===== src/hw/rtl/sst_pkg.sv =====
// ----------------------------------------------------------------------------
// sst_pkg
// Shared constants and types for the sorted score table: table geometry,
// field widths, request modes, entry layout and controller states.
// ----------------------------------------------------------------------------
package sst_pkg;

  localparam int CAPACITY   = 16;
  localparam int NAME_CHARS = 3;

  localparam int IDX_W   = $clog2(CAPACITY);
  localparam int CNT_W   = $clog2(CAPACITY + 1);
  localparam int SCORE_W = 32;
  localparam int INIT_W  = 24;
  localparam int RANK_W  = 4;
  localparam int MODE_W  = 2;

  // Only the low NAME_CHARS characters of the initials are kept.
  localparam int NAME_BITS = (NAME_CHARS * 8 < INIT_W) ? NAME_CHARS * 8 : INIT_W;
  localparam logic [INIT_W-1:0] NAME_MASK = {INIT_W{1'b1}} >> (INIT_W - NAME_BITS);

  localparam logic [IDX_W-1:0] LAST_IDX = IDX_W'(CAPACITY - 1);
  localparam logic [CNT_W-1:0] FULL_CNT = CNT_W'(CAPACITY);

  typedef enum logic [MODE_W-1:0] {
    MODE_INSERT = 2'd0,
    MODE_CLEAR  = 2'd1,
    MODE_DUMP   = 2'd2,
    MODE_NONE   = 2'd3
  } mode_t;

  typedef struct packed {
    logic signed [SCORE_W-1:0] score;
    logic [INIT_W-1:0]         initials;
  } entry_t;

  localparam int ENTRY_W = $bits(entry_t);

  typedef enum logic [2:0] {
    ST_IDLE,
    ST_INS_FULL,
    ST_INS_STEP,
    ST_INS_CMP,
    ST_DUMP_LOAD,
    ST_DUMP_WAIT
  } state_t;

endpackage


===== src/hw/rtl/sst_ram.sv =====
// ----------------------------------------------------------------------------
// sst_ram
// Generic single-clock RAM with one write port and one read port. The read
// data is registered and appears in the cycle after the address.
// ----------------------------------------------------------------------------
module sst_ram #(
  parameter int WIDTH = 8,
  parameter int DEPTH = 16
) (
  input  logic                     clk,
  input  logic                     wr_en,
  input  logic [$clog2(DEPTH)-1:0] wr_addr,
  input  logic [WIDTH-1:0]         wr_data,
  input  logic [$clog2(DEPTH)-1:0] rd_addr,
  output logic [WIDTH-1:0]         rd_data
);

  logic [WIDTH-1:0] mem [DEPTH];

  always_ff @(posedge clk) begin
    if (wr_en) begin
      mem[wr_addr] <= wr_data;
    end
    rd_data <= mem[rd_addr];
  end

endmodule


===== src/hw/rtl/sorted_score_table_top.sv =====
// ----------------------------------------------------------------------------
// sorted_score_table_top
// High-score table kept in descending score order in one entry RAM.
// Insert walks from the bottom of the table upward; each slot moved takes a
// RAM read, then a compare and write back.
// Dump delivers CAPACITY results, each held while out_stall is high. Clear
// and unused modes return straight to idle. One request is worked at a time.
// Reset empties the table; the RAM contents are left as they are.
// ----------------------------------------------------------------------------
module sorted_score_table_top
  import sst_pkg::*;
(
  input  logic                      clk,
  input  logic                      rst_n,

  input  logic                      in_valid,
  output logic                      in_stall,
  input  logic [MODE_W-1:0]         in_mode,
  input  logic signed [SCORE_W-1:0] in_score,
  input  logic [INIT_W-1:0]         in_initials,

  output logic                      out_valid,
  input  logic                      out_stall,
  output logic [RANK_W-1:0]         out_rank,
  output logic signed [SCORE_W-1:0] out_entry_score,
  output logic [INIT_W-1:0]         out_entry_initials,
  output logic                      out_slot_valid,
  output logic                      out_last
);

  state_t state_r, state_nxt;

  logic [CNT_W-1:0]          count_r, count_nxt;
  logic [IDX_W-1:0]          idx_r, idx_nxt;
  entry_t                    new_r, new_nxt;

  logic                      out_valid_r, out_valid_nxt;
  logic [RANK_W-1:0]         out_rank_r, out_rank_nxt;
  logic signed [SCORE_W-1:0] out_score_r, out_score_nxt;
  logic [INIT_W-1:0]         out_init_r, out_init_nxt;
  logic                      out_slot_valid_r, out_slot_valid_nxt;
  logic                      out_last_r, out_last_nxt;

  logic                      ram_wr_en;
  logic [IDX_W-1:0]          ram_wr_addr;
  entry_t                    ram_wr_data;
  logic [IDX_W-1:0]          ram_rd_addr;
  entry_t                    ram_rd_data;

  logic                      in_fire;
  logic                      out_fire;
  logic                      rd_ranks_ahead;
  logic                      slot_used;

  assign in_stall = (state_r != ST_IDLE);
  assign in_fire  = in_valid && !in_stall;
  assign out_fire = out_valid_r && !out_stall;

  // An entry with an equal or higher score stays above the new one.
  assign rd_ranks_ahead = (ram_rd_data.score >= new_r.score);
  assign slot_used      = ({1'b0, idx_r} < count_r);

  sst_ram #(
    .WIDTH (ENTRY_W),
    .DEPTH (CAPACITY)
  ) u_entry_ram (
    .clk     (clk),
    .wr_en   (ram_wr_en),
    .wr_addr (ram_wr_addr),
    .wr_data (ram_wr_data),
    .rd_addr (ram_rd_addr),
    .rd_data (ram_rd_data)
  );

  // Next state.
  always_comb begin
    state_nxt = state_r;
    unique case (state_r)
      ST_IDLE: begin
        if (in_fire) begin
          unique case (mode_t'(in_mode))
            MODE_INSERT: state_nxt = (count_r == FULL_CNT) ? ST_INS_FULL : ST_INS_STEP;
            MODE_DUMP:   state_nxt = ST_DUMP_LOAD;
            MODE_CLEAR,
            MODE_NONE:   state_nxt = ST_IDLE;
          endcase
        end
      end
      ST_INS_FULL:  state_nxt = rd_ranks_ahead ? ST_IDLE : ST_INS_STEP;
      ST_INS_STEP:  state_nxt = (idx_r == '0) ? ST_IDLE : ST_INS_CMP;
      ST_INS_CMP:   state_nxt = rd_ranks_ahead ? ST_IDLE : ST_INS_STEP;
      ST_DUMP_LOAD: state_nxt = ST_DUMP_WAIT;
      ST_DUMP_WAIT: begin
        if (out_fire) begin
          state_nxt = out_last_r ? ST_IDLE : ST_DUMP_LOAD;
        end
      end
      default:      state_nxt = ST_IDLE;
    endcase
  end

  // Datapath and RAM control.
  always_comb begin
    count_nxt          = count_r;
    idx_nxt            = idx_r;
    new_nxt            = new_r;
    out_valid_nxt      = out_valid_r;
    out_rank_nxt       = out_rank_r;
    out_score_nxt      = out_score_r;
    out_init_nxt       = out_init_r;
    out_slot_valid_nxt = out_slot_valid_r;
    out_last_nxt       = out_last_r;
    ram_wr_en          = 1'b0;
    ram_wr_addr        = idx_r;
    ram_wr_data        = new_r;
    ram_rd_addr        = idx_r - 1'b1;

    unique case (state_r)
      ST_IDLE: begin
        ram_rd_addr = LAST_IDX;
        if (in_fire) begin
          new_nxt.score    = in_score;
          new_nxt.initials = in_initials & NAME_MASK;
          unique case (mode_t'(in_mode))
            MODE_INSERT: begin
              // Start at the first free slot, or the bottom slot when full.
              idx_nxt = (count_r == FULL_CNT) ? LAST_IDX : count_r[IDX_W-1:0];
            end
            MODE_CLEAR: count_nxt = '0;
            MODE_DUMP: begin
              idx_nxt     = '0;
              ram_rd_addr = '0;
            end
            MODE_NONE: ;
          endcase
        end
      end
      ST_INS_FULL: ;
      ST_INS_STEP: begin
        if (idx_r == '0) begin
          ram_wr_en = 1'b1;
          if (count_r != FULL_CNT) begin
            count_nxt = count_r + 1'b1;
          end
        end
      end
      ST_INS_CMP: begin
        ram_wr_en = 1'b1;
        if (rd_ranks_ahead) begin
          if (count_r != FULL_CNT) begin
            count_nxt = count_r + 1'b1;
          end
        end else begin
          // Move the lower-scoring entry down one slot and keep climbing.
          ram_wr_data = ram_rd_data;
          idx_nxt     = idx_r - 1'b1;
        end
      end
      ST_DUMP_LOAD: begin
        out_valid_nxt      = 1'b1;
        out_rank_nxt       = RANK_W'(idx_r);
        out_slot_valid_nxt = slot_used;
        out_score_nxt      = slot_used ? ram_rd_data.score : '0;
        out_init_nxt       = slot_used ? ram_rd_data.initials : '0;
        out_last_nxt       = (idx_r == LAST_IDX);
      end
      ST_DUMP_WAIT: begin
        ram_rd_addr = idx_r + 1'b1;
        if (out_fire) begin
          out_valid_nxt = 1'b0;
          idx_nxt       = idx_r + 1'b1;
        end
      end
      default: ;
    endcase
  end

  always_ff @(posedge clk) begin
    if (!rst_n) begin
      state_r     <= ST_IDLE;
      count_r     <= '0;
      out_valid_r <= 1'b0;
    end else begin
      state_r     <= state_nxt;
      count_r     <= count_nxt;
      out_valid_r <= out_valid_nxt;
    end
  end

  always_ff @(posedge clk) begin
    idx_r            <= idx_nxt;
    new_r            <= new_nxt;
    out_rank_r       <= out_rank_nxt;
    out_score_r      <= out_score_nxt;
    out_init_r       <= out_init_nxt;
    out_slot_valid_r <= out_slot_valid_nxt;
    out_last_r       <= out_last_nxt;
  end

  assign out_valid          = out_valid_r;
  assign out_rank           = out_rank_r;
  assign out_entry_score    = out_score_r;
  assign out_entry_initials = out_init_r;
  assign out_slot_valid     = out_slot_valid_r;
  assign out_last           = out_last_r;

endmodule


===== config.mk =====
export PLATFORM = sky130hd
export DESIGN_NAME = sorted_score_table_top
export DESIGN_NICKNAME = d
export VERILOG_FILES = /design/src/hw/rtl/sst_pkg.sv /design/src/hw/rtl/sst_ram.sv /design/src/hw/rtl/sorted_score_table_top.sv
export SDC_FILE = /design/constraint.sdc
export NUM_CORES = 1
export LEC_CHECK = 0
export ABC_CLOCK_PERIOD_IN_PS = 8100
export BUFFER_PORTS_ARGS = -buffer_cell sky130_fd_sc_hd__clkbuf_2
export CORE_UTILIZATION = 35
export DETAILED_ROUTE_END_ITERATION = 8
export PLACE_DENSITY = 0.55
export SYNTH_ARGS = -nofsm -noshare
export SYNTH_HDL_FRONTEND = slang
export SYNTH_SLANG_ARGS = --single-unit

===== constraint.sdc =====
create_clock -name clk -period 8.1 [get_ports clk]
set_input_delay 1.215 -clock clk [delete_from_list [all_inputs] [get_ports clk]]
set_output_delay 1.215 -clock clk [all_outputs]
set_load 0.02 [all_outputs]

==> results.md, run 1 <==
* CTS tree: yes
* Largest net degree at the start of global routing at 214
* Layout Nets at 3184
* Slew Viols, Final at 0
* Crit. End Element: flip-flop
* Cell taking the most area after synthesis: edfxtp_1
* Port Buffers at 125
* Worst Skew at 0.0219 ns
* CP dominant cell by count: buf_4
* HPWL after DPL at 50500 um
* Routed vias at 24.7k
* Placed cells at 4592
* FMAX at 231 MHz
* Worst-path cell chain: inv_1 -> ha_1 -> a21oi_1 -> o21ai_0 -> a211o_1 -> or4_1 -> a221oi_4 -> buf_4 -> buf_4 -> mux2_1
* PwrDens at 277 nW/um^2
* Gp weighted congestion at 0.751
* Post-CTS Resized at 0
* Ys Warns at 0
* Core ar. at 122000 sq um
* CP max FO at 37
* Max incr delay on CP at 0.67 ns
* Worst EP required at 8.45 ns
* Clock Sinks at 1083
* CTS H-Tree Depth at 3
* #FFs+latches synth at 1083
* Flop-to-flop setup slack at 3.78 ns
* Drt first pass iters at 5
* Fin crit share at 53.3%
* Crit path max-delay cell type: or4_1
* Actual slew at the worst max-slew pin at 1.19 ns
* Die area at 124000 sq um
* Number of max-cap violations at 0
* Clock latency at the later pin of the worst-skew pair at 0.68 ns
* Static Leak at 16.1 nW
* VDD IR max at 0.182 mV
* Cell variety after synth at 61
* Startpoint types: flip-flop
* Routed WL at 105000 um
* Hold WC Path Type: flip-flop to flip-flop
* Initial core utilization at 35.3%
* Status: complete, no violations
* Final hold vios at 0
* Detail Route Antenna Nets at 0
* Cell Rows at 128
* DRC Markers at 0
* Setup TNS Final at 0 ns
* Post-layout instance area at 49100 sq um
* Gate Count Post-Synth at 2987
* Minimum clock period at 4.32 ns
* Area contributors post-synth: edfxtp_1, a211oi_1, nand2_1
* Crit path buf inv count at 3
* Num CTS Buffers at 112
* Per-cell routed wire length at 21.8 um
* Via density per instance at 5.14
* Top cell type's share of synthesized area at 71.3%
* Initial antenna violation count at 0
* Sequential area share after synthesis at 74.4%
* Clk slew on worst S/H paths at 0.06 ns
* IO Count at 126
* Dpl cell area at 45300 sq um
* Die Y at 352 um
* 1st-iter DRT viols at 2064
* Gr usage total at 16.7%
* Clock root cell: clkbuf_16
* Vias in the first global route at 23.6k
* Syn_area_per_cell at 14.3 sq um
* Worst EP arrival at 4.67 ns
* Unrepaired setup endpoints after global routing: no
* Setup violations, final at 0
* Area growth from synthesis to layout at 14.6%
* Most common flop cell mapped by yosys: edfxtp_1
* Number of flops mapped to enable cells by yosys at 1018
* First-pass GRT wire length at 154000 um
* Clock buffer depth at 3
* Worst Setup Path Type: flip-flop to flip-flop
* Slew headroom at 20.3%
* Layout cells sized above 1 at 12.9%
* Post-CTS Hold Fix Bufs at 0
* Syn Nets at 3090
* Post-CTS Setup Repair Bufs at 0
* Critical path's top delay family: buffers and inverters
* Syn Std Cell Area at 42800 sq um
* Die X-Extent at 352 um
* Synth async-reset ratio at 0%
* N_diodes at 0
* Non-Filler Instances at 4804
* Filler cells at 11.2k
* GRT overflow at 0
-- logic make-up (layout without fill, tap and decap cells) --
logic type | Yosys count | in the layout | synth area share (%)
adder cells (fa/ha/maj) | 41 | 41 | 1.20
AND/OR/NAND/NOR | 864 | 864 | 9.63
XOR/XNOR | 2 | 2 | 0.0409
flip-flops | 1083 | 1083 | 74.4
buffers and inverters | 250 | 442 | 2.34
multiplexers | 27 | 27 | 0.704
AO/OA/AOI/OAI | 720 | 720 | 11.7
-- path summary, 6_finish.rpt --
path	from	end	depth (start not counted)
hold reg to reg	count_r[1]$_SDFFE_PN0P_	count_r[1]$_SDFFE_PN0P_	2
hold / removal	count_r[1]$_SDFFE_PN0P_	count_r[1]$_SDFFE_PN0P_	2
setup / recovery	new_r[31]$_DFFE_PP_	u_entry_ram.mem[3][19]$_DFFE_PP_	10
setup reg to reg	new_r[31]$_DFFE_PP_	u_entry_ram.mem[3][19]$_DFFE_PP_	10
-- power by group --
| group | internal, mW | switching, mW |
|---|---|---|
| clock | 3.16 | 2.10 |
| sequential | 6.40 | 0.168 |
| combinational | 0.577 | 1.19 |
| total | 10.1 | 3.45 |
-- cell usage after synthesis, drive strengths merged (5+ instances only) --
master,count
nand2b,5
and2,241
a211oi,282
o21ai,39
nor2,13
a21oi,134
o22ai,5
nand4,8
dfxtp,65
clkbuf,164
ha,41
a311oi,112
inv,42
nand2,505
nand3,7
edfxtp,1018
nor2b,60
mux2,25
a31oi,113
buf,44
nor3,5
-- flip-flops by register name, summed over array words and instances (netlist names) --
register / cells
count_r: 5
idx_r: 4
new_r: 56
out_entry_initials: 24
out_entry_score: 32
out_last: 1
out_rank: 4
out_slot_valid: 1
out_valid: 1
state_r: 3
u_entry_ram.mem: 896
u_entry_ram.rd_data: 56
-- cell type report --
cell class,count,area [sq um],share of cell area [%]
Tap cell,1625,2030,4.14
Timing Repair Buffer,188,1170,2.39
Clock buffer,161,3210,6.54
Clock inverter,51,589,1.20
Inverter,42,158,0.321
Sequential cell,1083,31900,64.9
Multi-Input combinational cell,1654,10100,20.5
-- tightest hold or removal path, cell delays in order, from the launching register on --
cell and delay, ns:
dfxtp_1 0.35, nand2_1 0.07, mux2i_1 0.06
-- stage by stage --
step | total power [mW] | worst slack (ns) | util, % | hold slack, ns
3_5_place_dp | 8.46 | 3.68 | 37.3 | 0.519
2_1_floorplan | 7.84 | 4.27 | - | 0.452
5_1_grt | 14.1 | 3.53 | 40.4 | 0.544
3_3_place_gp | 8.45 | 3.69 | 37.3 | 0.511
4_1_cts | 13.7 | 3.72 | 40.4 | 0.527
6_report | 13.6 | 3.78 | 40.4 | 0.526
-- layer usage --
metal,global-route usage [%],wire length [um],vias to the layer above
met4,4.65,2530,0
met1,22.7,47200,12400
met5,0,0,-
li1,-,-,11600
met3,2.16,4190,153
met2,28.0,50700,510
-- cells in the final DEF, fill, tap and decap left out, drive strengths merged, types with 3 or more instances in the layout --
cell and n:
and2 241, a31oi 113, o21ai 39, nand4 8, nor3b 3, nand2 505, a311oi 112, nand3 7
clkinvlp 4, a32oi 4, o21a 4, buf 63, nor2b 60, nor3 5, a21oi 134, inv 43
nand2b 5, a211oi 282, clkbuf 286, a21o 4, edfxtp 1018, o22ai 5, nor4 4, and3 4
nor2 13, ha 41, dfxtp 65, bufinv 13, clkinv 33, o211ai 4, mux2 25
Note: power is estimated with default switching activity, not from simulation.
==> run 2, diff against run 1 <==
--- a/config.mk
+++ b/config.mk
@@ -5,11 +5,11 @@
 export SDC_FILE = /design/constraint.sdc
 export NUM_CORES = 1
 export LEC_CHECK = 0
-export ABC_CLOCK_PERIOD_IN_PS = 8100
+export ABC_CLOCK_PERIOD_IN_PS = 3800
 export BUFFER_PORTS_ARGS = -buffer_cell sky130_fd_sc_hd__clkbuf_2
 export CORE_UTILIZATION = 35
 export DETAILED_ROUTE_END_ITERATION = 8
-export PLACE_DENSITY = 0.55
+export PLACE_DENSITY = 0.57
 export SYNTH_ARGS = -nofsm -noshare
 export SYNTH_HDL_FRONTEND = slang
 export SYNTH_SLANG_ARGS = --single-unit
==> constraint.sdc (replaced) <==
create_clock -name clk -period 3.8 [get_ports clk]
set_input_delay 0.57 -clock clk [delete_from_list [all_inputs] [get_ports clk]]
set_output_delay 0.57 -clock clk [all_outputs]
set_load 0.02 [all_outputs]
==> run 2 against run 1 <==
Against the previous run:
- critical endpoint is now u_entry_ram.mem[15][24]$_DFFE_PP_
- cell area is 1.6% higher
- critical path type unchanged
- sequential power is 110% higher
- die area stayed put
- total power is 110% higher
- cell count is 1.4% higher
==> results.md, run 2 (synthesized netlist as in run 1, its figures left out) <==
* Area of the multi-input gates at 10100 sq um (about the same)
* Drt first pass iters at 5 (unchanged)
* Via density per instance at 5.20 (+1.3%)
* Layout cells sized above 1 at 14.5% (+1.6 points)
* Clock buffer depth at 3 (unchanged)
* Worst-path cell chain: inv_1 -> ha_1 -> nor2b_1 -> o211ai_1 -> a2111oi_0 -> or4_1 -> buf_4 -> a221oi_4 -> buf_12 -> buf_12 -> mux2_2
* Slew Viols, Final at 0 (unchanged)
* Number of max-cap violations at 0 (unchanged)
* Layout Nets at 3253 (+2.2%)
* Clk slew on worst S/H paths at 0.06 ns (about the same)
* Crit path max-delay cell type: or4_1
* Area growth from synthesis to layout at 16.5%
* Commonest non-fill, non-tap cells in the layout: edfxtp_1, nand2_1, a211oi_1
* Reg with most FFs: u_entry_ram.mem
* Clock root cell: clkbuf_16
* CTS tree: yes
* Worst Skew at 0.0311 ns (+0.00920 ns)
* Final hold vios at 0 (unchanged)
* Filler cells at 11.1k (-0.37%)
* Minimum clock period at 3.54 ns (-0.777 ns)
* Worst Setup Path Type: flip-flop to flip-flop
* FMAX at 282 MHz (+22%)
* Gr usage total at 17.4% (+0.73 points)
* Startpoint types: flip-flop
* VDD IR max at 0.351 mV (+93%)
* 1st-iter DRT viols at 1984 (-3.9%)
* Actual slew at the worst max-slew pin at 0.902 ns (-0.286 ns)
* Setup violations, final at 0 (unchanged)
* Fin crit share at 93.2% (+40 points)
* Commonest non-fill, non-tap cell in the layout: edfxtp_1
* Static Leak at 16.5 nW (+2.3%)
* Die X-Extent at 352 um (unchanged)
* Clock latency at the later pin of the worst-skew pair at 0.70 ns (+0.02 ns)
* Vias in the first global route at 24.5k (+3.8%)
* First-pass GRT wire length at 160000 um (+4.0%)
* Detail Route Antenna Nets at 0 (unchanged)
* Clock Sinks at 1083 (unchanged)
* Worst EP required at 4.20 ns (-4.25 ns)
* Routed vias at 25.4k (+2.7%)
* Gp weighted congestion at 0.783 (+4.2%)
* Port Buffers at 125 (unchanged)
* Die area at 124000 sq um (unchanged)
* Cell Rows at 128 (unchanged)
* CP dominant cell by count: buf_12
* HPWL after DPL at 60300 um (+19%)
* Hold WC Path Type: primary input to flip-flop
* Slew headroom at 39.9% (+20 points)
* Routed WL at 109000 um (+4.0%)
* Max incr delay on CP at 0.60 ns (-0.07 ns)
* Largest register FFs at 896 (unchanged)
* IO Count at 126 (unchanged)
* Status: complete, no violations
* Die Y at 352 um (unchanged)
* Core ar. at 122000 sq um (unchanged)
* Final Power at 28.5 mW (+110%)
* Per-cell routed wire length at 22.3 um (+2.6%)
* GRT overflow at 0 (unchanged)
* Initial antenna violation count at 1 (+1)
* CTS H-Tree Depth at 3 (unchanged)
* Worst EP arrival at 3.94 ns (-0.73 ns)
* Crit. End Element: flip-flop
* Largest net degree at the start of global routing at 103 (-52%)
* Critical path's top delay family: simple AND/OR/NAND/NOR gates
* Fin util at 41.1% (+0.65 points)
* Post-CTS Setup Repair Bufs at 0 (unchanged)
* Num CTS Buffers at 110 (-1.8%)
* DRC Markers at 0 (unchanged)
* CP max FO at 16 (-57%)
* Crit path buf inv count at 4 (+1)
* PwrDens at 571 nW/um^2 (+110%)
* Unrepaired setup endpoints after global routing: no
* N_diodes at 0 (unchanged)
* Initial core utilization at 35.3% (unchanged)
* Largest registers: u_entry_ram.mem (896), new_r (56), u_entry_ram.rd_data (56)
* Reg area at 31900 sq um (unchanged)
* Setup TNS Final at 0 ns (unchanged)
run 2: final timing paths:
path | from | endpoint | slack (ns) | depth (start not counted)
max | new_r[25]$_DFFE_PP_ | u_entry_ram.mem[15][24]$_DFFE_PP_ | 0.26 | 11
min | in_initials[20] | new_r[20]$_DFFE_PP_ | 0.05 | 1
max reg2reg | new_r[25]$_DFFE_PP_ | u_entry_ram.mem[15][24]$_DFFE_PP_ | 0.26 | 11
min reg2reg | count_r[1]$_SDFFE_PN0P_ | count_r[1]$_SDFFE_PN0P_ | 0.53 | 2
run 2: layout make-up:
cell class,instances,share of cell area [%]
timing repair buffer,259,4.53
clock inverter,62,1.03
multi-input combinational,1654,20.2
clock buffer,146,5.99
sequential,1083,63.9
inverter,42,0.316
tap,1625,4.07
run 2: what timing repair did:
action	CTS	global route
gates resized for setup	0	1
setup endpoints to repair	0	16
hold endpoints to repair	1	0
hold buffers	1	0
run 2: worst register-to-register path, cell delays in order (launching register included):
cell,delay (ns)
edfxtp_1,0.35
inv_1,0.08
ha_1,0.25
nor2b_1,0.13
o211ai_1,0.20
a2111oi_0,0.18
or4_1,0.60
buf_4,0.22
a221oi_4,0.30
buf_12,0.24
buf_12,0.22
mux2_2,0.48
run 2: routing by layer:
| layer | part of all wire [%] | GRT usage (%) |
|---|---|---|
| met5 | 0 | 0 |
| met4 | 2.3 | 5.00 |
| met3 | 4.3 | 2.25 |
| met2 | 48 | 28.9 |
| met1 | 45 | 24.0 |
run 2: report_power, final:
group	total, mW	switching, mW	internal, mW
Clock	10.5	4.54	5.94
Sequential	13.9	0.312	13.6
Combinational	4.04	2.63	1.41
Total	28.5	7.49	21.0
run 2: per-stage QoR:
| step | cells | hold slack, ns | worst slack (ns) | instance area, sq um |
|---|---|---|---|---|
| 5_1_grt | 4871 | 0.0245 | 0.152 | 49900 |
| 2_1_floorplan | 2987 | 0.452 | 0.617 | 42900 |
| 4_1_cts | 4871 | 0.00401 | 0.205 | 49900 |
| 6_report | 4871 | 0.0505 | 0.257 | 49900 |
| 3_5_place_dp | 4662 | 0.509 | 0.238 | 46400 |
| 3_3_place_gp | 4662 | 0.502 | 0.281 | 46400 |
